<file path="config.mk">
export PLATFORM = sky130hd
export DESIGN_NAME = fdsd_csr
export DESIGN_NICKNAME = d
export VERILOG_FILES = /design/src/frame_difference_spot_detector_core_macros.svh /design/src/fdsd_pkg.sv /design/src/fdsd_csr.sv
export SDC_FILE = /design/constraint.sdc
export NUM_CORES = 1
export LEC_CHECK = 0
export ABC_AREA = 1
export BUFFER_PORTS_ARGS = -buffer_cell sky130_fd_sc_hd__buf_4
export CAP_MARGIN = 10
export CORE_ASPECT_RATIO = 0.75
export CORE_MARGIN = 2
export CORE_UTILIZATION = 53
export DETAILED_ROUTE_END_ITERATION = 16
export MAX_ROUTING_LAYER = met4
export PLACE_DENSITY = 0.85
export RECOVER_POWER = 25
export SYNTH_ARGS = -nofsm -noshare
export SYNTH_HDL_FRONTEND = slang
export SYNTH_SLANG_ARGS = --single-unit
</file>
<file path="constraint.sdc">
create_clock -name clock -period 2.25 [get_ports clock]
set_input_delay 0.225 -clock clock [delete_from_list [all_inputs] [get_ports clock]]
set_output_delay 0.225 -clock clock [all_outputs]
set_load 0.05 [all_outputs]
</file>
<file path="src/frame_difference_spot_detector_core_macros.svh">
// Assertion macros of the frame difference spot detector RTL, used by fdsd_pipe.
// Expects signals named clock and reset in the module that uses them.
`ifndef FRAME_DIFFERENCE_SPOT_DETECTOR_CORE_MACROS_SVH
`define FRAME_DIFFERENCE_SPOT_DETECTOR_CORE_MACROS_SVH

// check outside reset
`define FDSD_ASSERT(name, prop, msg) \
   name: assert property (@(posedge clock) disable iff (reset) prop) else $error(msg);

// check at every edge, reset included
`define FDSD_ASSERT_ALWAYS(name, prop, msg) \
   name: assert property (@(posedge clock) prop) else $error(msg);

`endif

</file>
<file path="src/fdsd_pkg.sv">
// Types and constants of the frame difference spot detector.
// No dependencies; used by every module of the block.
package fdsd_pkg;

   localparam int PIX_W      = 8;
   localparam int ROW_W      = 7;
   localparam int COL_W      = 8;
   localparam int CNT_W      = 15;
   localparam int CSR_IDX_W  = 3;
   localparam int CSR_DATA_W = 15;

   localparam logic [CNT_W-1:0] CNT_MAX = '1;

   localparam logic [PIX_W-1:0] RST_JUMP_THR  = 8'd30;
   localparam logic [CNT_W-1:0] RST_FAIL_LIM  = 15'd1000;
   localparam logic [PIX_W-1:0] RST_PEAK_THR  = 8'd60;
   localparam logic [ROW_W-1:0] RST_FIRST_ROW = 7'd0;
   localparam logic [ROW_W-1:0] RST_END_ROW   = 7'd120;

   typedef enum logic [CSR_IDX_W-1:0] {
      CSR_JUMP_THR  = 3'd0,
      CSR_FAIL_LIM  = 3'd1,
      CSR_PEAK_THR0 = 3'd2,
      CSR_PEAK_THR1 = 3'd3,
      CSR_FIRST_ROW = 3'd4,
      CSR_END_ROW   = 3'd5
   } csr_index_type;

   typedef struct packed {
      logic [PIX_W-1:0] jump_thr;
      logic [CNT_W-1:0] fail_lim;
      logic [PIX_W-1:0] peak_thr0;
      logic [PIX_W-1:0] peak_thr1;
      logic [ROW_W-1:0] first_row;
      logic [ROW_W-1:0] end_row;
   } cfg_type;

   typedef struct packed {
      logic             en;
      logic [PIX_W-1:0] data;
   } store_wr_type;

endpackage

</file>
<file path="src/fdsd_csr.sv">
// Configuration registers of the frame difference spot detector.
// Depends on fdsd_pkg.
module fdsd_csr (
   input  logic                             clock,
   input  logic                             reset,
   input  logic                             csr_wr_en,
   input  logic [fdsd_pkg::CSR_IDX_W-1:0]   csr_index,
   input  logic [fdsd_pkg::CSR_DATA_W-1:0]  csr_wdata,
   output fdsd_pkg::cfg_type                cfg
);
   import fdsd_pkg::*;

   cfg_type cfg_ff;

   always_ff @(posedge clock) begin
      if (reset) begin
         cfg_ff.jump_thr  <= RST_JUMP_THR;
         cfg_ff.fail_lim  <= RST_FAIL_LIM;
         cfg_ff.peak_thr0 <= RST_PEAK_THR;
         cfg_ff.peak_thr1 <= RST_PEAK_THR;
         cfg_ff.first_row <= RST_FIRST_ROW;
         cfg_ff.end_row   <= RST_END_ROW;
      end else if (csr_wr_en) begin
         unique case (csr_index_type'(csr_index))
            CSR_JUMP_THR:  cfg_ff.jump_thr  <= csr_wdata[PIX_W-1:0];
            CSR_FAIL_LIM:  cfg_ff.fail_lim  <= csr_wdata[CNT_W-1:0];
            CSR_PEAK_THR0: cfg_ff.peak_thr0 <= csr_wdata[PIX_W-1:0];
            CSR_PEAK_THR1: cfg_ff.peak_thr1 <= csr_wdata[PIX_W-1:0];
            CSR_FIRST_ROW: cfg_ff.first_row <= csr_wdata[ROW_W-1:0];
            CSR_END_ROW:   cfg_ff.end_row   <= csr_wdata[ROW_W-1:0];
            default: begin
            end
         endcase
      end
   end

   assign cfg = cfg_ff;

endmodule

</file>
==> results.py <==
metrics = {
    "run_status": {
        "outcome": "complete, but fails checks",
        "violations": "max-capacitance violations, max-slew violations",
    },
    "hold_path": {
        "hp-class": "in2reg",
        "holdPathStages": 3,
    },
    "cells_and_area": {
        "layout.cells.non_filler": 417,
        "drive_gt1_frac": 0.258,
        "most-common-layout-cells": "nand2_1, buf_4, nor2_1, dfxtp_1, nand3_1",
        "layout_commonest_cell": "nand2_1",
        "nFillCells": 321,
        "area_delta_synth_final_pct": 31.1,
        "fin_area_um2": 2750,
        "largest_register_ffs": 53,
        "fin_nets": 386,
        "antenna_cells": 0,
    },
    "synthesis": {
        "yosysTopAreaCellShare": 0.506,
        "ys_top_cells_by_area": "dfxtp_1, nand2_1, nand3_1, nor2_1, inv_1",
        "yosys_warnings": 0,
        "yosys_register_bits": 53,
        "synth-seq-area-share": 0.506,
        "syn_nets": 315,
        "yosys.area.top_type": "dfxtp_1",
        "syn_inst": 294,
        "synth_area_per_cell_um2": 7.14,
        "ys_types": 15,
        "syn_area_um2": 2100,
    },
    "job": {
        "cap_violations": 1,
    },
    "setup_path": {
        "arrival_ns": 1.70,
        "crit_path_cell_trace": "clkbuf_4 -> inv_1 -> nand2_1 -> nor2_1",
        "startpoint_type": "input port",
        "cp_data_required_time_ns": 2.49,
        "slowest_delay_ns": 1.06,
        "crit_fanout": 53,
        "cp.depth": 4,
        "critical-path-top-delay-family": "buffers and inverters",
        "slowest_stage": "inv_1",
        "critical_path.endpoint_type": "flop",
        "ff2ff_path_depth": 2,
        "path_buf_inv": 2,
        "critical_path_class": "in2reg",
    },
    "clock_network": {
        "clock_latency_ns": 0.31,
        "clockRootBuffer": "clkbuf_8",
        "post_cts_resized": 0,
        "path_clk_slew_ns": 0.08,
        "postCtsSetupBuffers": 0,
        "cts.sinks": 53,
        "holdBufCountCts": 0,
        "tritoncts": "built",
        "clockBufferDepth": 2,
        "numCtsBuffers": 5,
        "cts-htree-levels": 2,
    },
    "die": {
        "die_area_um2": 4480,
        "fp-row-count": 19,
        "start_util": 0.562,
        "io_pins": 74,
        "die_x_um": 76.7,
        "die_h_um": 58.5,
        "core_area_um2": 3730,
    },
    "timing": {
        "finClkSkew_ns": 0,
        "worstMarginPinSlew_ns": 1.51,
        "post-route-period-util": 0.648,
        "slew_viol_final": 54,
        "finalCriticalPeriod_ns": 1.46,
        "setup_viol": 0,
        "clock.fmax_mhz": 686,
        "layout_setup_ws_ns": 0.792,
        "relSlewSlack": -0.00589,
        "final.setup.tns_ns": 0,
        "grt_setup_unrepaired": "false",
        "hold_viol": 0,
    },
    "routing": {
        "drt_first_pass_iters": 5,
        "via_per_inst": 4.98,
        "initialDrtViolationCount": 139,
        "ant_nets": 0,
        "remaining_drc_errors": 0,
        "avgRoutedWirePerCell_um": 12.3,
        "wl_um": 5140,
        "dr_total_vias": 2075,
    },
    "global_routing": {
        "gr-usage-all-layers": 0.243,
        "grt_pass1_vias": 1885,
        "grt_max_degree": 54,
        "antenna_found_initial": 0,
        "met2_usage": 0.368,
        "met1_usage": 0.321,
        "grt_overflow": 0,
        "grt_pass1_wl_um": 8380,
        "grt_busiest_layer": "met2",
        "grt_use_met3": 0.0598,
    },
    "placed_design": {
        "gp_congestion": 0.866,
        "dp_slack_ns": 0.718,
        "dp.cells": 410,
        "port_buffers": 73,
        "placed_area_um2": 2660,
        "dpl.hpwl_um": 3680,
    },
    "pwr": {
        "ir_drop_uv": 571,
        "p_leak_nw": 1.37,
        "power_per_cell_area_nw_per_um2": 679,
    },
}
-- synth_stat cells (all sizes together) --
cell type and count:
nor2 72, nand3 52, nand3b 1, nand2 86
inv 19, buf 9, clkbuf 2, dfxtp 53
-- layout make-up --
cell class	count	area, µm²	area share
flip-flops and latches	53	1060	0.386
multi-input cells	211	903	0.328
repair buffers	75	563	0.205
clock buffers	7	86.3	0.0314
inverters	19	71.3	0.0259
well taps	52	65.1	0.0237
-- final timing paths --
path                startpoint       to  slack [ns]
setup / recovery         reset  cfg[28]        0.79
hold / removal    csr_wdata[8]  cfg[38]        0.11
setup reg to reg       cfg[26]  cfg[26]        1.61
hold reg to reg         cfg[3]   cfg[3]        0.47
-- routing by layer --
metal	vias to the layer above	share of wire	routed length, µm
met2	71	0.44	2250
met3	7	0.075	385
met1	946	0.48	2460
met5	-	0	0
met4	0	0.010	52
li1	1051	-	-
-- per-stage QoR --
stage / utilization / hold slack, ns / power (W)
after global routing: 0.737 / 0.132 / 0.00194
final: 0.737 / 0.114 / 0.00187
after global placement: 0.714 / 0.426 / 0.00135
after floorplan: - / 0.338 / 0.00124
after CTS: 0.737 / 0.111 / 0.00187
after detailed placement: 0.714 / 0.428 / 0.00135
-- cell families (layout without fill, tap and decap cells) --
family	after synthesis	count (layout)	synth area share
simple gates	211	211	0.431
buf+inv	30	101	0.0638
flops	53	53	0.506
-- power by group --
group          leakage [nW]  switching (W)  internal, W
logic                 0.891       0.000236     0.000105
clock network        0.0443       0.000291     0.000245
registers             0.432      0.0000183     0.000971
-- worst min-delay path, stage by stage --
cell	delay [ns]
buf_4	0.08
nand2_1	0.04
nand3_1	0.05
Note: power is estimated with default switching activity, not from simulation.
