## src/frame_difference_spot_detector_core_macros.svh

```systemverilog
// Assertion macros of the frame difference spot detector RTL, used by fdsd_pipe.
// Expects signals named clock and reset in the module that uses them.
`ifndef FRAME_DIFFERENCE_SPOT_DETECTOR_CORE_MACROS_SVH
`define FRAME_DIFFERENCE_SPOT_DETECTOR_CORE_MACROS_SVH

// check outside reset
`define FDSD_ASSERT(name, prop, msg) \
   name: assert property (@(posedge clock) disable iff (reset) prop) else $error(msg);

// check at every edge, reset included
`define FDSD_ASSERT_ALWAYS(name, prop, msg) \
   name: assert property (@(posedge clock) prop) else $error(msg);

`endif

```

## src/fdsd_pkg.sv

```systemverilog
// Types and constants of the frame difference spot detector.
// No dependencies; used by every module of the block.
package fdsd_pkg;

   localparam int PIX_W      = 8;
   localparam int ROW_W      = 7;
   localparam int COL_W      = 8;
   localparam int CNT_W      = 15;
   localparam int CSR_IDX_W  = 3;
   localparam int CSR_DATA_W = 15;

   localparam logic [CNT_W-1:0] CNT_MAX = '1;

   localparam logic [PIX_W-1:0] RST_JUMP_THR  = 8'd30;
   localparam logic [CNT_W-1:0] RST_FAIL_LIM  = 15'd1000;
   localparam logic [PIX_W-1:0] RST_PEAK_THR  = 8'd60;
   localparam logic [ROW_W-1:0] RST_FIRST_ROW = 7'd0;
   localparam logic [ROW_W-1:0] RST_END_ROW   = 7'd120;

   typedef enum logic [CSR_IDX_W-1:0] {
      CSR_JUMP_THR  = 3'd0,
      CSR_FAIL_LIM  = 3'd1,
      CSR_PEAK_THR0 = 3'd2,
      CSR_PEAK_THR1 = 3'd3,
      CSR_FIRST_ROW = 3'd4,
      CSR_END_ROW   = 3'd5
   } csr_index_type;

   typedef struct packed {
      logic [PIX_W-1:0] jump_thr;
      logic [CNT_W-1:0] fail_lim;
      logic [PIX_W-1:0] peak_thr0;
      logic [PIX_W-1:0] peak_thr1;
      logic [ROW_W-1:0] first_row;
      logic [ROW_W-1:0] end_row;
   } cfg_type;

   typedef struct packed {
      logic             en;
      logic [PIX_W-1:0] data;
   } store_wr_type;

endpackage

```

## src/fdsd_pipe.sv

```systemverilog
// Pixel pipeline: input stage, difference statistics, spot store and result register.
// Depends on fdsd_pkg and the assertion macro header.
`include "frame_difference_spot_detector_core_macros.svh"
module fdsd_pipe #(
   parameter int FRAME_ROWS  = 120,
   parameter int FRAME_COLS  = 188,
   parameter int NUM_CAMERAS = 2,
   parameter int ADDR_W      = 16
) (
   input  logic                         clock,
   input  logic                         reset,
   input  fdsd_pkg::cfg_type            cfg,
   input  logic                         acc,
   input  logic                         req_camera,
   input  logic [fdsd_pkg::PIX_W-1:0]   req_pixel,
   input  logic [fdsd_pkg::ROW_W-1:0]   req_row,
   input  logic [fdsd_pkg::COL_W-1:0]   req_col,
   input  logic                         req_last_pixel,
   output logic                         hold,
   output logic [ADDR_W-1:0]            rd_addr,
   input  logic [fdsd_pkg::PIX_W-1:0]   old_pixel,
   output fdsd_pkg::store_wr_type       wr,
   output logic [ADDR_W-1:0]            wr_addr,
   output logic                         rsp_valid,
   input  logic                         rsp_stall,
   output logic                         rsp_source_camera,
   output logic                         rsp_frame_accepted,
   output logic                         rsp_spot_found,
   output logic [fdsd_pkg::ROW_W-1:0]   rsp_spot_row,
   output logic [fdsd_pkg::COL_W-1:0]   rsp_spot_col,
   output logic [fdsd_pkg::PIX_W-1:0]   rsp_peak_difference,
   output logic [fdsd_pkg::CNT_W-1:0]   rsp_changed_count
);
   import fdsd_pkg::*;

   logic              s1_valid_ff, s1_valid_in;
   logic              s1_cam_ff;
   logic [PIX_W-1:0]  s1_pix_ff;
   logic [ROW_W-1:0]  s1_row_ff;
   logic [COL_W-1:0]  s1_col_ff;
   logic              s1_last_ff;
   logic              s1_store_ff;
   logic [ADDR_W-1:0] s1_addr_ff;

   logic [CNT_W-1:0]  cnt_ff, cnt_in;
   logic [PIX_W-1:0]  peak_ff, peak_in;
   logic [ROW_W-1:0]  prow_ff, prow_in;
   logic [COL_W-1:0]  pcol_ff, pcol_in;
   logic [ROW_W-1:0]  spot_row_ff [2];
   logic [COL_W-1:0]  spot_col_ff [2];

   logic              rsp_valid_ff, rsp_valid_in;
   logic              rsp_cam_ff;
   logic              rsp_accepted_ff;
   logic              rsp_found_ff;
   logic [ROW_W-1:0]  rsp_row_ff;
   logic [COL_W-1:0]  rsp_col_ff;
   logic [PIX_W-1:0]  rsp_peak_ff;
   logic [CNT_W-1:0]  rsp_cnt_ff;

   logic              in_frame;
   logic              in_window;
   logic              s1_adv;
   logic              fire;
   logic [PIX_W-1:0]  diff;
   logic [PIX_W-1:0]  thr;
   logic              accepted;
   logic              found;

   assign in_frame = (32'(req_camera) < 32'(NUM_CAMERAS)) &&
                     (32'(req_row) < 32'(FRAME_ROWS)) &&
                     (32'(req_col) < 32'(FRAME_COLS));
   assign in_window = (req_row >= cfg.first_row) && (req_row < cfg.end_row);
   assign rd_addr = ADDR_W'((32'(req_camera) * 32'(FRAME_ROWS) + 32'(req_row))
                            * 32'(FRAME_COLS) + 32'(req_col));

   // hold a frame end while the previous result waits
   assign s1_adv = !(s1_last_ff && rsp_valid_ff && rsp_stall);
   assign fire   = s1_valid_ff && s1_adv;
   assign hold   = s1_valid_ff && !s1_adv;

   assign wr.en    = fire && s1_store_ff;
   assign wr.data  = s1_pix_ff;
   assign wr_addr  = s1_addr_ff;

   always_comb begin
      diff = (s1_pix_ff >= old_pixel) ? (s1_pix_ff - old_pixel) : (old_pixel - s1_pix_ff);
      cnt_in  = cnt_ff;
      peak_in = peak_ff;
      prow_in = prow_ff;
      pcol_in = pcol_ff;
      if (s1_store_ff) begin
         if ((diff > cfg.jump_thr) && (cnt_ff != CNT_MAX)) begin
            cnt_in = cnt_ff + 1'b1;
         end
         if (diff > peak_ff) begin
            peak_in = diff;
            prow_in = s1_row_ff;
            pcol_in = s1_col_ff;
         end
      end
      thr      = s1_cam_ff ? cfg.peak_thr1 : cfg.peak_thr0;
      accepted = cnt_in < cfg.fail_lim;
      found    = accepted && (peak_in >= thr);
   end

   always_comb begin
      s1_valid_in = acc ? 1'b1 : (s1_adv ? 1'b0 : s1_valid_ff);
      if (fire && s1_last_ff) begin
         rsp_valid_in = 1'b1;
      end else if (rsp_valid_ff && !rsp_stall) begin
         rsp_valid_in = 1'b0;
      end else begin
         rsp_valid_in = rsp_valid_ff;
      end
   end

   always_ff @(posedge clock) begin
      if (reset) begin
         s1_valid_ff  <= 1'b0;
         rsp_valid_ff <= 1'b0;
      end else begin
         s1_valid_ff  <= s1_valid_in;
         rsp_valid_ff <= rsp_valid_in;
      end
   end

   always_ff @(posedge clock) begin
      if (acc) begin
         s1_cam_ff   <= req_camera;
         s1_pix_ff   <= req_pixel;
         s1_row_ff   <= req_row;
         s1_col_ff   <= req_col;
         s1_last_ff  <= req_last_pixel;
         s1_store_ff <= in_frame && in_window;
         s1_addr_ff  <= rd_addr;
      end
   end

   always_ff @(posedge clock) begin
      if (reset) begin
         cnt_ff         <= '0;
         peak_ff        <= '0;
         prow_ff        <= '0;
         pcol_ff        <= '0;
         spot_row_ff[0] <= '0;
         spot_row_ff[1] <= '0;
         spot_col_ff[0] <= '0;
         spot_col_ff[1] <= '0;
      end else if (fire) begin
         if (s1_last_ff) begin
            cnt_ff  <= '0;
            peak_ff <= '0;
            prow_ff <= '0;
            pcol_ff <= '0;
            if (found) begin
               spot_row_ff[s1_cam_ff] <= prow_in;
               spot_col_ff[s1_cam_ff] <= pcol_in;
            end
         end else begin
            cnt_ff  <= cnt_in;
            peak_ff <= peak_in;
            prow_ff <= prow_in;
            pcol_ff <= pcol_in;
         end
      end
   end

   always_ff @(posedge clock) begin
      if (fire && s1_last_ff) begin
         rsp_cam_ff      <= s1_cam_ff;
         rsp_accepted_ff <= accepted;
         rsp_found_ff    <= found;
         rsp_row_ff      <= found ? prow_in : spot_row_ff[s1_cam_ff];
         rsp_col_ff      <= found ? pcol_in : spot_col_ff[s1_cam_ff];
         rsp_peak_ff     <= peak_in;
         rsp_cnt_ff      <= cnt_in;
      end
   end

   assign rsp_valid           = rsp_valid_ff;
   assign rsp_source_camera   = rsp_cam_ff;
   assign rsp_frame_accepted  = rsp_accepted_ff;
   assign rsp_spot_found      = rsp_found_ff;
   assign rsp_spot_row        = rsp_row_ff;
   assign rsp_spot_col        = rsp_col_ff;
   assign rsp_peak_difference = rsp_peak_ff;
   assign rsp_changed_count   = rsp_cnt_ff;

   `FDSD_ASSERT_ALWAYS(a_rst_clears_rsp, reset |=> !rsp_valid_ff, "result valid after reset")
   `FDSD_ASSERT(a_found_accepted, rsp_valid_ff |-> (!rsp_found_ff || rsp_accepted_ff), "spot on rejected frame")
   `FDSD_ASSERT(a_rsp_from_last, $rose(rsp_valid_ff) |-> $past(s1_valid_ff && s1_last_ff), "result without frame end")
   `FDSD_ASSERT(a_cnt_monotonic, !(s1_valid_ff && s1_last_ff) |=> cnt_ff >= $past(cnt_ff), "count dropped mid frame")

endmodule

```

## config.mk

```make
export PLATFORM = sky130hd
export DESIGN_NAME = fdsd_pipe
export DESIGN_NICKNAME = d
export VERILOG_FILES = /design/src/fdsd_pkg.sv /design/src/fdsd_pipe.sv
export VERILOG_INCLUDE_DIRS = /design/src /design/src/src
export SDC_FILE = /design/constraint.sdc
export NUM_CORES = 1
export LEC_CHECK = 0
export ABC_AREA = 1
export BUFFER_PORTS_ARGS = -buffer_cell sky130_fd_sc_hd__buf_2
export CAP_MARGIN = 0
export CORE_ASPECT_RATIO = 1.25
export CORE_MARGIN = 2
export CORE_UTILIZATION = 50
export CTS_BUF_LIST = sky130_fd_sc_hd__clkbuf_16
export DETAILED_ROUTE_END_ITERATION = 12
export HOLD_SLACK_MARGIN = 0.12
export PLACE_DENSITY = 0.73
export SLEW_MARGIN = 10
export SYNTH_ARGS = -nofsm -noshare
export SYNTH_HDL_FRONTEND = slang
export SYNTH_SLANG_ARGS = --single-unit
```

## constraint.sdc

```tcl
create_clock -name clock -period 6.5 [get_ports clock]
set_input_delay 0.325 -clock clock [delete_from_list [all_inputs] [get_ports clock]]
set_output_delay 0.325 -clock clock [all_outputs]
set_load 0.05 [all_outputs]
```

==> impl_metrics.py, run 1 <==
metrics = {
    "run_status": {
        "status": "finished clean",
    },
    "worst_setup_path": {
        "r2r-start": "s1_pix_ff[0]",
        "slowest_delay_ns": 0.56,
        "r2r_setup_slack_ns": 0.89,
        "crit_arrival_ns": 5.45,
        "cp_max_fo": 7,
        "critical_path_required_ns": 6.17,
        "crit_buf_inv": 5,
        "end_kind": "output port",
        "crit_top_cell": "fa_1",
        "worstRegToRegCells": 29,
        "critPathLaunchType": "input pin",
        "critical_path_class": "input pin to output port",
        "crit_chain": "buf_2 -> ha_1 -> fa_1 -> xor2_1 -> inv_1 -> fa_1 -> fa_1 -> fa_1 -> inv_1 -> ha_1 -> nand2_1 -> o21ai_1 -> a21oi_1 -> o21ai_1 -> xor2_1 -> inv_2 -> nand2_1 -> nor2_1 -> nand2_1 -> xor2_1 -> buf_2",
        "timing.critical_path.slowest_stage_cell": "fa_1",
        "worst_r2r_endpoint": "rsp_spot_row[6]",
        "cp_top_family": "adder cells",
    },
    "timing": {
        "worst_pin_slew_ns": 1.02,
        "clock_skew_ns": 0.0134,
        "max_freq_mhz": 173,
        "rsz0062_at_grt": "false",
        "hold_viol": 0,
        "whs_ns": 0.143,
        "setup_tns_ns": 0,
        "min_period_over_period_pct": 88.9,
        "setup-violations-final": 0,
        "layout_setup_ws_ns": 0.723,
        "drv_slew": 0,
        "relSlewSlack_pct": 31.8,
        "finalCriticalPeriod_ns": 5.78,
    },
    "route": {
        "wl_per_cell_um": 14.6,
        "finalWirelength_mm": 21.2,
        "first_pass_iters": 5,
        "via_per_inst": 5.21,
        "dr.first_iter.drc_count": 418,
        "ant_nets": 0,
        "drc": 0,
        "route.vias.total": 7555,
    },
    "synth": {
        "netlist_instances": 1025,
        "synth_top_family_by_area": "adder cells",
        "async_reset_ff_share_pct": 0,
        "ys_seq_area_share_pct": 42.8,
        "ys_ff_latch": 152,
        "synth_top_area_share_pct": 34.3,
        "synth_cell_type_count": 49,
        "synth_compound_area_share_pct": 8.77,
        "yosys.area_share.simple_pct": 14.8,
        "synth.area.mux_share_pct": 4.12,
        "synth-xor-area-share_pct": 3.96,
        "syn-num-nets": 1241,
        "syn_area_um2": 9710,
        "yosys.area.top_type": "edfxtp_1",
        "synthTopCellsByArea": "edfxtp_1 34%, ha_1 14%, dfxtp_1 8.5%",
        "avgSynthCellArea_um2": 9.47,
        "synth-main-ff-cell": "edfxtp_1",
        "ys.warnings.count": 0,
        "synth-edff-count": 111,
        "synth_fa_ha_area_share_pct": 17.9,
    },
    "grt": {
        "grt_max_degree": 44,
        "grt_pass1_wl_mm": 34.7,
        "grt_overflow": 0,
        "track_usage_pct": 21.2,
        "grt_pass1_vias": 7422,
        "grt_antenna_before_repair": 0,
    },
    "layout": {
        "seqCellArea_um2": 4150,
        "utilization_pct": 59.5,
        "final_nets": 1418,
        "fill_cells": 1658,
        "areaGrowthSynthToFinish_pct": 18.1,
        "drive_gt1_share_pct": 21.1,
        "multi_input_area_um2": 4800,
        "num_antenna_cells": 0,
    },
    "power_and_ir_drop": {
        "power_leakage_nw": 5.35,
        "irDropWorstVdd_mv": 1.38,
        "p_per_area_nw_per_um2": 458,
    },
    "cts": {
        "clkSinkCount": 152,
        "clk_pin_slew_ns": 0.06,
        "post_cts_buffers": 0,
        "clock-root-buffer": "clkbuf_16",
        "clk_latency_ns": 0.43,
        "clk_path_buf_depth": 2,
        "htreeDepth": 4,
        "cts_resized": 0,
        "cts_tree": "yes",
        "cts_buffers": 17,
    },
    "floorplanning": {
        "die-area_um2": 20600,
        "dieHeight_um": 160,
        "start_util_pct": 50.4,
        "fp.coreArea_um2": 19300,
        "boundaryPins": 174,
        "row_count": 57,
        "fp.dieW_um": 129,
    },
    "place": {
        "pre_cts_ws_ns": 0.734,
        "routabilityCongestion": 0.896,
        "post-dp-hpwl_mm": 15.9,
        "io_buffers": 173,
    },
    "hold_path": {
        "hold_depth": 1,
        "hold_start": "req_col[6]",
        "hold_end": "s1_col_ff[6]",
        "hold_class": "input pin to register",
    },
    "job": {
        "drv_cap": 0,
    },
}
-- registers in the layout (all words and copies together) (netlist names), 8 cells and up, named ones only --
signal and flops:
pcol_ff 8, rsp_peak_difference 8, s1_pix_ff 8, rsp_spot_col 8, spot_col_ff 16, s1_col_ff 8
spot_row_ff 14, cnt_ff 15, peak_ff 8, rsp_changed_count 15, wr_addr 14
-- timing repair --
action,CTS,global route
hold buffers,11,0
endpoints found under the hold margin,11,0
endpoints found under the setup margin,0,0
-- power breakdown --
part / switching, mW / leakage, nW / internal (mW)
Combinational: 2.19 / 3.63 / 0.817
Clock: 0.456 / 0.295 / 0.552
Sequential: 0.0307 / 1.43 / 1.21
-- placed cells by master, fill, tap and decap left out, types with 8 or more instances in the layout --
cell type,n
a21oi_1,82
buf_2,173
buf_4,8
clkbuf_16,17
dfxtp_1,41
dlygate4sd3_1,11
edfxtp_1,111
fa_1,21
ha_1,105
inv_1,147
mux2_2,16
mux2i_1,22
nand2_1,198
nand3_1,17
nand4_1,8
nor2_1,46
nor3_1,35
o21ai_0,13
o21ai_1,23
xnor2_1,13
xor2_1,29
-- worst reg2reg max path, delay by kind of cell (launching register included) --
family / cells / cell delay, ns
simple gates: 16 / 2.35
xor+xnor: 1 / 0.24
compound gates: 5 / 0.90
buf+inv: 3 / 0.24
fa+ha+maj: 4 / 1.17
flops: 1 / 0.42
-- routing by layer --
layer	vias to the layer above	global-route usage (%)	routed length, µm
met5	-	0	0
met4	0	7.61	460
met3	36	3.72	933
met2	186	37.5	10700
met1	3546	25.8	9070
li1	3787	-	-
-- metrics by stage --
stage | area, µm² | power (mW) | instances
3_5_place_dp | 10700 | 4.25 | 1408
4_1_cts | 11500 | 5.28 | 1451
5_1_grt | 11500 | 5.59 | 1451
6_report | 11500 | 5.25 | 1451
2_1_floorplan | 9710 | 3.61 | 1025
3_3_place_gp | 10700 | 4.21 | 1408
-- layout make-up --
class                      count  share of cell area [%]
clock buffer                  17                    3.71
inverter                     151                    4.94
multi-input combinational    688                    41.9
tap                          236                    2.58
timing repair buffer         192                    9.04
sequential                   152                    36.2
clock inverter                15                    1.57
-- worst max-delay path by stage --
stage | end | start | cells past startpoint | slack (ns)
floorplan | spot_col_ff[0][0] | s1_pix_ff[2] | 28 | 0.90
CTS | rd_addr[14] | req_camera | 21 | 0.71
finish | rd_addr[14] | req_camera | 21 | 0.72
detailed placement | rd_addr[14] | req_camera | 21 | 0.73
global route | rd_addr[14] | req_camera | 19 | 0.30
global placement | rd_addr[14] | req_camera | 21 | 0.81
-- cell usage after synthesis, types with 2 or more instances --
cell type / count
mux2i_1: 22
a21boi_0: 2
a211oi_1: 3
inv_2: 3
nand2_2: 6
nand3_2: 3
ha_1: 105
or2_2: 2
xor2_1: 29
clkbuf_1: 17
nor4_1: 2
a21o_1: 3
buf_1: 3
edfxtp_1: 111
nand4_1: 8
a21boi_1: 5
buf_2: 4
nand3b_1: 2
o21ai_1: 23
o21bai_1: 4
dfxtp_1: 41
mux2_2: 16
nor2_1: 46
xnor2_1: 13
nand3_1: 17
nor3_2: 2
o21ai_0: 13
o211ai_1: 2
a21oi_1: 82
buf_4: 7
nor3_1: 35
o21a_1: 6
fa_1: 21
inv_1: 147
nor2_2: 5
nand2_1: 198
buf_6: 3
a31oi_1: 3
-- logic make-up after synthesis --
kind of cell | count (synthesis)
buf+inv | 185
fa+ha+maj | 126
mux | 38
simple gates | 330
xor+xnor | 43
compound gates | 151
flops | 152
Power figures use the tool's default switching activity.
==> run 2: changes to the inputs <==
PLACE_DENSITY = 0.78   (was 0.73)
==> impl_metrics.py, run 2 (synthesis results as in run 1) <==
metrics = {
    "power_and_ir_drop": {
        "combPwrFrac_pct": 56.6,
        "seqPwrFrac_pct": 23.4,
        "irDropWorstVdd_mv": 1.91,
        "power_leakage_nw": 5.38,
        "p_per_area_nw_per_um2": 460,
        "power.share.switching_pct": 49.5,
        "p_sw_mw": 2.62,
        "clkPwrFrac_pct": 19.9,
        "power.internal_mw": 2.67,
    },
    "timing": {
        "rsz0062_at_grt": "false",
        "worst_pin_slew_ns": 1.00,
        "max_freq_mhz": 170,
        "setup_tns_ns": 0,
        "hold_viol": 0,
        "relSlewSlack_pct": 33.2,
        "finalCriticalPeriod_ns": 5.89,
        "min_period_over_period_pct": 90.6,
        "clock_skew_ns": 0.0111,
        "setup-violations-final": 0,
        "drv_slew": 0,
    },
    "job": {
        "drv_cap": 0,
    },
    "route": {
        "finalWirelength_mm": 21.4,
        "first_pass_iters": 5,
        "route.vias.total": 7528,
        "drc": 0,
        "via_per_inst": 5.18,
        "ant_nets": 0,
        "wl_per_cell_um": 14.7,
        "dr.first_iter.drc_count": 407,
    },
    "cts": {
        "htreeDepth": 4,
        "clk_pin_slew_ns": 0.06,
        "clkSinkCount": 152,
        "cts_tree": "yes",
        "clk_latency_ns": 0.41,
        "clock-root-buffer": "clkbuf_16",
        "post_cts_buffers": 0,
        "clk_path_buf_depth": 2,
        "cts_buffers": 17,
    },
    "grt": {
        "grt_antenna_before_repair": 0,
        "grt_max_degree": 44,
        "grt_pass1_wl_mm": 34.7,
        "grt_pass1_vias": 7449,
        "grt_overflow": 0,
        "track_usage_pct": 21.0,
    },
    "place": {
        "routabilityCongestion": 0.929,
        "dp_cells": 1409,
        "post-dp-hpwl_mm": 16.2,
        "dpl-instance-area_um2": 10800,
        "io_buffers": 173,
    },
    "worst_setup_path": {
        "crit_arrival_ns": 6.00,
        "cp_top_family": "simple AND/OR/NAND/NOR gates",
        "critical_path_class": "register to register",
        "r2r-start": "s1_pix_ff[0]",
        "slowest_delay_ns": 0.42,
        "timing.critical_path.slowest_stage_cell": "edfxtp_1",
        "crit_top_cell": "nand2_1",
        "r2r_setup_slack_ns": 0.61,
        "critical_path_required_ns": 6.62,
        "worst_r2r_endpoint": "spot_col_ff[1][7]",
        "worstRegToRegCells": 32,
        "critPathLaunchType": "register",
        "crit_buf_inv": 6,
        "end_kind": "register",
        "cp_max_fo": 32,
    },
    "floorplanning": {
        "start_util_pct": 50.4,
        "die-area_um2": 20600,
        "fp.dieW_um": 129,
        "dieHeight_um": 160,
        "boundaryPins": 174,
        "row_count": 57,
        "fp.coreArea_um2": 19300,
    },
    "layout": {
        "fill_cells": 1654,
        "num_antenna_cells": 0,
        "fin_cells": 1453,
        "largest-register": "spot_col_ff",
        "largest_register_ffs": 16,
        "fin_area_um2": 11500,
        "areaGrowthSynthToFinish_pct": 18.5,
        "final_nets": 1420,
        "layout_commonest_cell": "nand2_1",
        "layout_common_cells": "198 x nand2_1, 173 x buf_2, 150 x inv_1, 111 x edfxtp_1, 105 x ha_1",
        "drive_gt1_share_pct": 20.9,
    },
    "run_status": {
        "status": "finished clean",
    },
    "hold_path": {
        "hold_end": "s1_col_ff[4]",
        "hold_class": "input pin to register",
        "hold_depth": 1,
        "hold_start": "req_col[4]",
    },
}
==> run 2: cell type report <==
type                       instances  area (µm²)  area share (%)
multi-input combinational        688        4810            41.8
tap                              236         295            2.57
inverter                         151         567            4.93
clock buffer                      17         425            3.70
sequential                       152        4150            36.1
clock inverter                    15         200            1.74
timing repair buffer             194        1050            9.16
==> run 2: worst max-delay path by stage <==
stage | depth (start not counted) | start | end
after global placement | 29 | old_pixel[4] | rsp_spot_col[4]
after global routing | 30 | s1_pix_ff[0] | spot_col_ff[0][7]
after floorplan | 28 | s1_pix_ff[2] | spot_col_ff[0][0]
final | 32 | s1_pix_ff[0] | spot_col_ff[1][7]
after detailed placement | 31 | s1_pix_ff[0] | rsp_spot_col[7]
after CTS | 31 | s1_pix_ff[0] | rsp_spot_col[7]
==> run 2: metal layers <==
layer | vias up | GRT usage [%] | share of wire, % | routed length, µm
met5 | - | 0 | 0 | 0
met4 | 0 | 5.43 | 1.2 | 257
met3 | 17 | 3.99 | 4.5 | 959
met2 | 176 | 38.3 | 52 | 11200
met1 | 3559 | 25.3 | 42 | 8970
li1 | 3776 | - | - | -
==> run 2: timing repair <==
action	4_1_cts	5_1_grt
resized for setup	0	1
hold buffers	11	1
endpoints found under the hold margin	11	1
setup endpoints to repair	0	1
==> run 2: power groups by stage <==
stage | Combinational [mW] | Clock, mW | Sequential [mW]
2_1_floorplan | 2.16 | 0 | 1.45
3_3_place_gp | 2.95 | 0 | 1.26
3_5_place_dp | 2.99 | 0 | 1.26
4_1_cts | 3.01 | 1.07 | 1.24
5_1_grt | 3.26 | 1.11 | 1.25
6_report | 2.99 | 1.05 | 1.24
==> run 2: metrics by stage <==
| step | utilization (%) | power, mW | hold WS (ns) | worst slack (ns) |
|---|---|---|---|---|
| global route | 59.8 | 5.61 | 0.137 | 0.0161 |
| detailed placement | 55.8 | 4.25 | 0.457 | 0.614 |
| finish | 59.8 | 5.29 | 0.156 | 0.614 |
| floorplan | - | 3.61 | 0.424 | 0.904 |
| CTS | 59.7 | 5.32 | 0.121 | 0.585 |
| global placement | 55.8 | 4.21 | 0.451 | 0.736 |
==> run 3: changes to the inputs <==
CELL_PAD_IN_SITES_DETAIL_PLACEMENT = 1   (was default)
CELL_PAD_IN_SITES_GLOBAL_PLACEMENT = 2   (was default)
CORE_MARGIN = default   (was 2)
CORE_UTILIZATION = 35   (was 50)
CTS_CLUSTER_DIAMETER = 80   (was default)
PLACE_DENSITY = 0.86   (was 0.78)
==> impl_metrics.py, run 3 (synthesis results as in run 1) <==
metrics = {
    "run_status": {
        "status": "finished clean",
    },
    "place": {
        "routabilityCongestion": 0.815,
        "post-dp-hpwl_mm": 18.7,
        "dpl-instance-area_um2": 10900,
        "io_buffers": 173,
    },
    "grt": {
        "grt_antenna_before_repair": 2,
        "track_usage_pct": 18.1,
        "grt_overflow": 0,
        "grt_pass1_wl_mm": 40.2,
        "grt_max_degree": 44,
        "grt_pass1_vias": 8035,
    },
    "route": {
        "wl_per_cell_um": 15.6,
        "dr.first_iter.drc_count": 209,
        "first_pass_iters": 4,
        "finalWirelength_mm": 24.5,
        "via_per_inst": 4.84,
        "ant_nets": 0,
        "drc": 0,
        "route.vias.total": 7577,
    },
    "cts": {
        "clk_latency_ns": 0.44,
        "clk_path_buf_depth": 2,
        "clkSinkCount": 152,
        "cts_buffers": 17,
        "clk_pin_slew_ns": 0.07,
        "clock-root-buffer": "clkbuf_16",
        "cts_tree": "yes",
        "htreeDepth": 4,
    },
    "power_and_ir_drop": {
        "p_per_area_nw_per_um2": 454,
        "irDropWorstVdd_mv": 1.44,
        "power_leakage_nw": 5.36,
    },
    "layout": {
        "layout_common_cells": "198 x nand2_1, 173 x buf_2, 148 x inv_1, 111 x edfxtp_1, 105 x ha_1",
        "largest-register": "spot_col_ff",
        "areaGrowthSynthToFinish_pct": 19.8,
        "utilization_pct": 43.1,
        "largest_register_ffs": 16,
        "final_nets": 1422,
        "layout_commonest_cell": "nand2_1",
        "fin_area_um2": 11600,
        "fill_cells": 3151,
        "drive_gt1_share_pct": 21.0,
    },
    "worst_setup_path": {
        "slowest_delay_ns": 0.42,
        "crit_top_cell": "nand2_1",
        "cp_max_fo": 32,
        "end_kind": "register",
        "worstRegToRegCells": 33,
        "critPathLaunchType": "register",
        "crit_arrival_ns": 6.01,
        "critical_path_class": "register to register",
        "critical_path_required_ns": 6.63,
        "timing.critical_path.slowest_stage_cell": "edfxtp_1",
    },
    "timing": {
        "rsz0062_at_grt": "false",
        "hold_viol": 0,
        "setup_tns_ns": 0,
        "worst_pin_slew_ns": 1.03,
        "min_period_over_period_pct": 90.5,
        "finalCriticalPeriod_ns": 5.88,
        "clock_skew_ns": 0.0107,
        "setup-violations-final": 0,
        "drv_slew": 0,
        "max_freq_mhz": 170,
        "relSlewSlack_pct": 31.2,
    },
    "floorplanning": {
        "die-area_um2": 28400,
        "fp.dieW_um": 151,
        "start_util_pct": 36.0,
        "row_count": 67,
        "boundaryPins": 174,
        "dieHeight_um": 188,
        "fp.coreArea_um2": 27000,
    },
    "hold_path": {
        "hold_class": "input pin to register",
        "hold_depth": 1,
    },
    "job": {
        "drv_cap": 0,
    },
}
[run 3: changes by cell type in the layout (fill, tap and decap cells not counted), moves of 2 or more]
cell and delta:
diode_2 +2, bufinv_16 -3, inv_1 -2, inv_8 +3, dlygate4sd3_1 +2
[run 3: metrics by stage]
step / power [mW] / cells / setup slack [ns] / hold slack [ns]
CTS: 5.32 / 1563 / 0.383 / 0.128
detailed placement: 4.30 / 1517 / 0.414 / 0.461
floorplan: 3.61 / 1025 / 0.904 / 0.424
global placement: 4.27 / 1517 / 0.516 / 0.451
finish: 5.28 / 1566 / 0.616 / 0.150
global route: 5.64 / 1566 / 0.0119 / 0.140
[run 3: path summary, 6_finish.rpt]
| path | start | end | slack, ns |
|---|---|---|---|
| setup reg to reg | s1_pix_ff[0] | spot_row_ff[0][4] | 0.62 |
| hold / removal | req_row[3] | s1_row_ff[3] | 0.15 |
| setup / recovery | s1_pix_ff[0] | spot_row_ff[0][4] | 0.62 |
| hold reg to reg | pcol_ff[7] | pcol_ff[7] | 0.47 |
[run 3: worst max-delay path, delay by kind of cell, from the launching register on]
kind            cells  cell delay (ns)
simple gates       17             2.02
fa+ha+maj           4             1.15
buf+inv             6             0.91
compound gates      5             0.85
flops               1             0.42
xor+xnor            1             0.21
[run 3: cell type report]
class,count,area [µm²],area share [%]
Inverter,151,567,4.87
Tap cell,345,432,3.71
Antenna cell,2,5.00,0.0430
Clock buffer,17,425,3.66
Multi-Input combinational cell,688,4830,41.5
Sequential cell,152,4150,35.7
Timing Repair Buffer,196,1070,9.23
Clock inverter,15,144,1.24
[run 3: layer usage]
layer	vias to the layer above	share of wire [%]	track usage, %
li1	3782	-	-
met1	3643	44	22.0
met2	131	51	32.0
met3	21	3.3	3.24
met4	0	1.4	5.62
met5	-	0	0
[run 3: timing repair]
item | CTS | global route
resized for setup | 0 | 4
buffers inserted | 0 | 1
setup endpoints to repair | 0 | 45
hold endpoints to repair | 14 | 0
hold buffers | 14 | 0
[run 3: power by group]
part	switching [mW]	internal (mW)	total, mW
logic	2.23	0.821	3.06
clock network	0.452	0.537	0.989
registers	0.0323	1.21	1.24
